<file path="config.mk">
export PLATFORM = sky130hd
export DESIGN_NAME = ilid_cell
export DESIGN_NICKNAME = d
export VERILOG_FILES = /design/src/rtl/ilid_pkg.sv /design/src/rtl/ilid_cell.sv
export SDC_FILE = /design/constraint.sdc
export NUM_CORES = 1
export LEC_CHECK = 0
export BUFFER_PORTS_ARGS = -buffer_cell sky130_fd_sc_hd__buf_2
export CORE_ASPECT_RATIO = 1.75
export CORE_MARGIN = 5
export CORE_UTILIZATION = 45
export DETAILED_ROUTE_END_ITERATION = 8
export GPL_TIMING_DRIVEN = 1
export PLACE_DENSITY = 0.91
export SYNTH_ARGS = -nofsm -noshare
export SYNTH_HDL_FRONTEND = slang
export SYNTH_SLANG_ARGS = --single-unit
</file>
<file path="constraint.sdc">
create_clock -name clk_i -period 0.8 [get_ports clk_i]
set_input_delay 0.16 -clock clk_i [delete_from_list [all_inputs] [get_ports clk_i]]
set_output_delay 0.16 -clock clk_i [all_outputs]
set_load 0.02 [all_outputs]
</file>
<file path="src/rtl/ilid_pkg.sv">
// shared types and constants for the indexed list
package ilid_pkg;

  localparam int unsigned IDX_W = 11;
  localparam int unsigned GRP_SIZE = 8;

  typedef enum logic [2:0] {
    FN_INSERT = 3'd0,
    FN_DELETE = 3'd1,
    FN_READ   = 3'd2,
    FN_WRITE  = 3'd3,
    FN_PUSH   = 3'd4,
    FN_POP    = 3'd5,
    FN_RESIZE = 3'd6,
    FN_NOP    = 3'd7
  } func_e;

  typedef enum logic [1:0] {
    ST_OK    = 2'd0,
    ST_FULL  = 2'd1,
    ST_RANGE = 2'd2,
    ST_EMPTY = 2'd3
  } status_e;

  typedef enum logic [1:0] {
    CMD_NONE   = 2'd0,
    CMD_WRITE  = 2'd1,
    CMD_INSERT = 2'd2,
    CMD_DELETE = 2'd3
  } cmd_e;

  typedef struct packed {
    cmd_e             kind;
    logic [IDX_W-1:0] pos;
    logic [IDX_W-1:0] cnt;
  } cmd_t;

  typedef struct packed {
    logic [2:0]  func;
    logic [6:0]  position;
    logic [31:0] value;
    logic [6:0]  new_length;
  } req_t;

  typedef struct packed {
    logic [1:0]  status;
    logic [31:0] read_value;
    logic [6:0]  length;
  } rsp_t;

endpackage

</file>
<file path="src/rtl/ilid_cell.sv">
// one list element: holds, loads new data or shifts from a neighbor
module ilid_cell
  import ilid_pkg::*;
#(
  parameter int unsigned IDX        = 0,
  parameter int unsigned ELEM_WIDTH = 32
) (
  input  logic                  clk_i,
  input  logic                  rst_ni,
  input  cmd_t                  cmd_i,
  input  logic [ELEM_WIDTH-1:0] data_i,
  input  logic [ELEM_WIDTH-1:0] left_i,
  input  logic [ELEM_WIDTH-1:0] right_i,
  output logic [ELEM_WIDTH-1:0] value_o
);

  localparam logic [IDX_W-1:0] MyIdx = IDX_W'(IDX);
  localparam logic [IDX_W:0]   MyIdxNext = (IDX_W + 1)'(IDX + 1);

  logic [ELEM_WIDTH-1:0] value_q, value_d;

  always_comb begin
    value_d = value_q;
    case (cmd_i.kind)
      CMD_WRITE: begin
        if (MyIdx == cmd_i.pos) value_d = data_i;
      end
      CMD_INSERT: begin
        if (MyIdx == cmd_i.pos) begin
          value_d = data_i;
        end else if (MyIdx > cmd_i.pos && MyIdx <= cmd_i.cnt) begin
          value_d = left_i;
        end
      end
      CMD_DELETE: begin
        if (MyIdx >= cmd_i.pos && MyIdxNext < {1'b0, cmd_i.cnt}) value_d = right_i;
      end
      default: value_d = value_q;
    endcase
  end

  always_ff @(posedge clk_i or negedge rst_ni) begin
    if (!rst_ni) begin
      value_q <= '0;
    end else begin
      value_q <= value_d;
    end
  end

  assign value_o = value_q;

endmodule

</file>
==> results of run 1 <==
==> Yosys cell counts (2+ instances only) <==
cell,number,area share
buf_6,3,0.013
and2_1,32,0.074
ha_1,3,0.014
nand4_1,32,0.074
dfrtp_1,32,0.30
buf_2,3,0.0056
clkbuf_1,27,0.038
mux2_2,2,0.0084
o211ai_1,32,0.089
a222oi_1,32,0.12
inv_1,2,0.0028
nor2_1,2,0.0028
mux2_4,30,0.17
nand2_1,32,0.045
==> cells by family (layout without fill, tap and decap cells) <==
group | count (synthesis) | after routing | share of synthesized area
AO/OA/AOI/OAI | 68 | 68 | 0.2298
buffers and inverters | 35 | 209 | 0.05860
AND/OR/NAND/NOR | 106 | 106 | 0.2242
multiplexers | 32 | 32 | 0.1758
adder cells (fa/ha/maj) | 3 | 3 | 0.01395
flip-flops | 32 | 32 | 0.2977
==> tightest hold or removal path: cells and delay by family <==
family,cells,cell delay (ns)
multiplexers,1,0.14
AO/OA/AOI/OAI,2,0.15
buffers and inverters,1,0.08
==> routing by layer <==
layer  part of all wire  GRT usage  routed length, um
met3              0.069    0.03904                700
met1               0.34     0.2816               3500
met5                  0          0                  0
met4              0.031     0.1076                317
met2               0.56     0.4863               5664
==> power by group through the flow <==
stage	Sequential (mW)	Combinational, mW	Clock (mW)
global route	2.58	4.49	1.37
floorplan	3.00	1.30	0
detailed placement	2.42	3.22	0
CTS	2.50	4.20	1.28
finish	2.53	4.28	1.26
global placement	2.42	3.12	0
==> worst paths after layout <==
check / startpoint / end / slack [ns] / cells after the start
max: cmd_i[3] / value_o[28] / -0.82 / 6
min reg2reg: value_o[29] / value_o[29] / 0.53 / 1
min in group asynchronous: rst_ni / value_o[28] / 0.37 / 3
max reg2reg: value_o[18] / value_o[18] / -0.13 / 2
max in group asynchronous: rst_ni / value_o[21] / 0.26 / 3
min: data_i[21] / value_o[21] / 0.29 / 4
==> repair_timing <==
action | in CTS | in global routing
buffers inserted | 17 | 3
hold endpoints to repair | 32 | 0
hold buffers | 1 | 0
resized for setup | 65 | 0
endpoints found under the setup margin | 64 | 64
==> metrics by stage <==
| stage | setup TNS [ns] | instances | cell area, um^2 | worst slack [ns] |
|---|---|---|---|---|
| 3_3_place_gp | -35.19 | 499 | 3682 | -1.111 |
| 3_5_place_dp | -35.76 | 499 | 3682 | -1.135 |
| 6_report | -31.36 | 528 | 4139 | -0.8224 |
| 2_1_floorplan | -29.70 | 276 | 2690 | -0.9373 |
| 5_1_grt | -33.51 | 528 | 4139 | -0.8587 |
| 4_1_cts | -31.52 | 525 | 4116 | -0.8192 |
==> layout make-up <==
| type | count | area (um^2) | area share |
|---|---|---|---|
| well taps | 78 | 97.59 | 0.02358 |
| clock buffers | 8 | 90.09 | 0.02177 |
| flip-flops and latches | 32 | 800.8 | 0.1935 |
| multi-input cells | 209 | 1758 | 0.4247 |
| inverters | 2 | 7.507 | 0.001814 |
| repair buffers | 199 | 1385 | 0.3346 |
==> run metrics, run 1 <==
grt ovf=0; Final ANT Viol Nets=0; CP Capture Type=register; core area=about 5800 um^2; max-cap viol count=0; fin crit share=2.028; most used flip-flop cell after synthesis=dfrtp_1; worst setup margin=-0.8224 ns; Hold Crit Class=input pin to register; DIE AREA=7685 um^2; clock power share=0.156; final wirelength=between 10 and 15 mm; Max clock buf depth=2; post-synthesis cell area=approximately 2700 um^2; vias=approximately 3200; DP HPWL=7.239 mm; clock sink count=32; Reg clk slew, reported paths=0.06 ns; status=finished with violations; Crit path largest cell delay=around 0.53 ns; Pleak=roughly 1.9 nW; Root Buffer=clkbuf_8; Max Freq=616.4 MHz; internal power=5.302 mW; Final Core Density=0.7096; Gate power share=0.530; RSZ-0062 raised after global routing=true; largest net degree at the start of global routing=37; Detailed Routing Iterations Pass 1=8; delay-heaviest family, CP=simple AND/OR/NAND/NOR gates; CTS H-Tree Depth=2; I/O Buffers=~150; Switch Pwr=~2.8 mW; initial detailed-routing violation count=around 440; fraction of final layout cells sized beyond drive strength 1=0.5444; Starting Density=0.4612; Switching Fraction=0.3433; final setup skew=0 ns; synthesized area per cell=between 9 and 10 um^2; die width=68.45 um; CTS Buf Count=5; crit path launch type=input pin; yosys warns=0; synth unique cells=26; clock latency on the worst-skew pair=roughly 0.28 ns; Rows=37; final hold slack=about 0.29 ns; cell breakdown of the critical path=buf_6, or4_4, o41ai_4, o22ai_4, buf_12, mux2_4; # diodes=0; Layout area overhead=53.86%; syn_nets=approximately 400; most frequent cells in the layout=buf_2, buf_4, and2_1, buf_6; PwrDens=1951 nW/um^2; PnR Total Power=around 8 mW; Flop pwr share=0.314; Vias/cell=6.093; Routability Congestion=approximately 0.85; Die Height=between 100 and 150 um; first-pass GRT wire length=15.46 mm; CTS tree=done; number of global-route vias before repair=between 3000 and 4000; Worst slew margin=0.7396; crit path time final=1.622 ns; slowest CP cell=or4_4; wire per inst=19.28 um; Critical Path RT=~0.96 ns; Syn Inst Count=around 280; NumNets Final=approximately 570; Seq cells post-synth=32; Async SR Flop Fraction=1.000; EDFF count, synth=0; gr usage total=0.2635; critical path fanouts, max=18; Seq/Total Area, Yosys=0.2977; Post-route DRC=0; Fin. Hold Viols=0; data arrival time of the critical path=about 1.8 ns; Final Setup Violations=64; max FFs per register=32; io pins=around 150; Fillers=455; measured slew at the worst slew-check pin=0.3886 ns; worst path bufs/invs=2; initial antenna violation count=0; Peak VDD IR=1.119 mV; commonest non-fill, non-tap cell in the layout=buf_2; failing checks=negative setup slack; Setup CP Type=input pin to register; Pins Over Slew Limit=0
Note: power is estimated with default switching activity, not from simulation.
==> inputs of run 2 (changes only) <==
Settings changed: TNS_END_PERCENT from default to 5.
==> run 2 against run 1 <==
  * The flow still finishes with violations (negative setup slack)
  * First-iteration DRC count increased by 1.6%
  * Clock power about the same
  * Critical path depth unchanged
  * Die area unchanged
  * Utilization decreased by 4.5 points
  * Wire length decreased by 7.1%
  * Via count decreased by 4.7%
  * Worst setup slack improved by 0.0021 ns
  * Combinational power decreased by 19%
  * Sequential power decreased by 2%
  * Global-route usage decreased by 2.0 points
==> run metrics, run 2 (synthesis results as in run 1) <==
crit path time final=between 1.5 and 2 ns; final setup skew=0 ns; Routability Congestion=0.8532; Fin. Hold Viols=0; worst setup margin=-0.8203 ns; Die Height=112.3 um; DIE AREA=7685 um^2; Pleak=1.766 nW; Setup CP Type=input pin to register; Hold Crit Class=input pin to register; RSZ-0062 raised after global routing=true; failing checks=negative setup slack; crit path launch type=input pin; core area=5833 um^2; max-cap viol count=0; NumNets Final=around 550; initial detailed-routing violation count=~440; max FFs per register=32; Fillers=between 400 and 500; largest net degree at the start of global routing=37; PwrDens=about 1900 nW/um^2; dpl cell area=about 3700 um^2; status=finished with violations; number of global-route vias before repair=about 3000; Fin Setup TNS=-31.64 ns; Vias/cell=6.033; Detailed Routing Iterations Pass 1=9; first-pass GRT wire length=between 10 and 15 mm; CTS tree=done; Final ANT Viol Nets=0; Final Core Density=0.6645; commonest non-fill, non-tap cell in the layout=buf_2; DP HPWL=approximately 7.2 mm; fraction of final layout cells sized beyond drive strength 1=0.5233; CTS H-Tree Depth=2; most frequent cells in the layout=buf_2, and2_1; critical path fanouts, max=18; Final Setup Violations=64; Pins Over Slew Limit=0; measured slew at the worst slew-check pin=between 0.3 and 0.4 ns; Max Freq=just over 600 MHz; die width=68.45 um; Root Buffer=clkbuf_8; Starting Density=0.4612; Max clock buf depth=2; final hold slack=approximately 0.29 ns; CTS Buf Count=5; Post-route DRC=0; clock sink count=32; dpl cells=499; final cell count without fillers=slightly above 500; Reg clk slew, reported paths=0.06 ns; vias=a little over 3000; Layout area overhead=44.09%; R2R Setup Slk=0 ns; PnR Total Power=7.177 mW; design area=3876 um^2; pre-CTS setup slack=-1.135 ns; # diodes=0; wire per inst=18.62 um; fin crit share=2.025; Peak VDD IR=slightly above 1 mV; Worst slew margin=0.7428; data arrival time of the critical path=between 1.5 and 2 ns; gr usage total=0.2436; io pins=~150; grt ovf=0; initial antenna violation count=0; final wirelength=9.460 mm; CP Capture Type=register; I/O Buffers=between 150 and 200; Rows=37; clock latency on the worst-skew pair=roughly 0.28 ns; Critical Path RT=approximately 0.96 ns; Post-CTS Setup Bufs=0
## run 2: final cells by class
cell class,instances,area (um^2),area share
clock buffers,8,90.09,0.02324
multi-input cells,209,1758,0.4535
repair buffers,179,1122,0.2895
flip-flops and latches,32,800.8,0.2066
inverters,2,7.507,0.001937
well taps,78,97.59,0.02518
## run 2: layer usage
| metal | vias up | wire length, um | track usage |
|---|---|---|---|
| li1 | 1420 | - | - |
| met1 | 1452 | 3426 | 0.2851 |
| met2 | 177 | 5216 | 0.4340 |
| met3 | 16 | 628 | 0.03604 |
| met4 | 0 | 189 | 0.07968 |
| met5 | - | 0 | 0 |
## run 2: power breakdown
| group | internal, mW | switching, mW | leakage, nW |
|---|---|---|---|
| Combinational | 1.81 | 1.64 | 1.35 |
| Clock | 0.701 | 0.550 | 0.0455 |
| Sequential | 2.11 | 0.363 | 0.374 |
## run 2: timing repair
action | 4_1_cts | 5_1_grt
gates resized for setup | 21 | 8
endpoints found under the hold margin | 32 | 0
endpoints found under the setup margin | 64 | 64
cloned | 0 | 0
hold buffers | 1 | 0
## run 2: final timing paths
check	start	to	depth (start not counted)
worst max register to register	value_o[18]	value_o[18]	1
min in group asynchronous	rst_ni	value_o[26]	3
worst min-delay path	data_i[21]	value_o[21]	4
max in group asynchronous	rst_ni	value_o[15]	3
worst max-delay path	cmd_i[3]	value_o[31]	6
worst min register to register	value_o[15]	value_o[15]	1
## run 2: worst max-delay path, stage by stage
cell and delay, ns:
buf_6 0.09, or4_4 0.53, o41ai_4 0.36, o22ai_4 0.14
buf_12 0.19, mux2_4 0.30
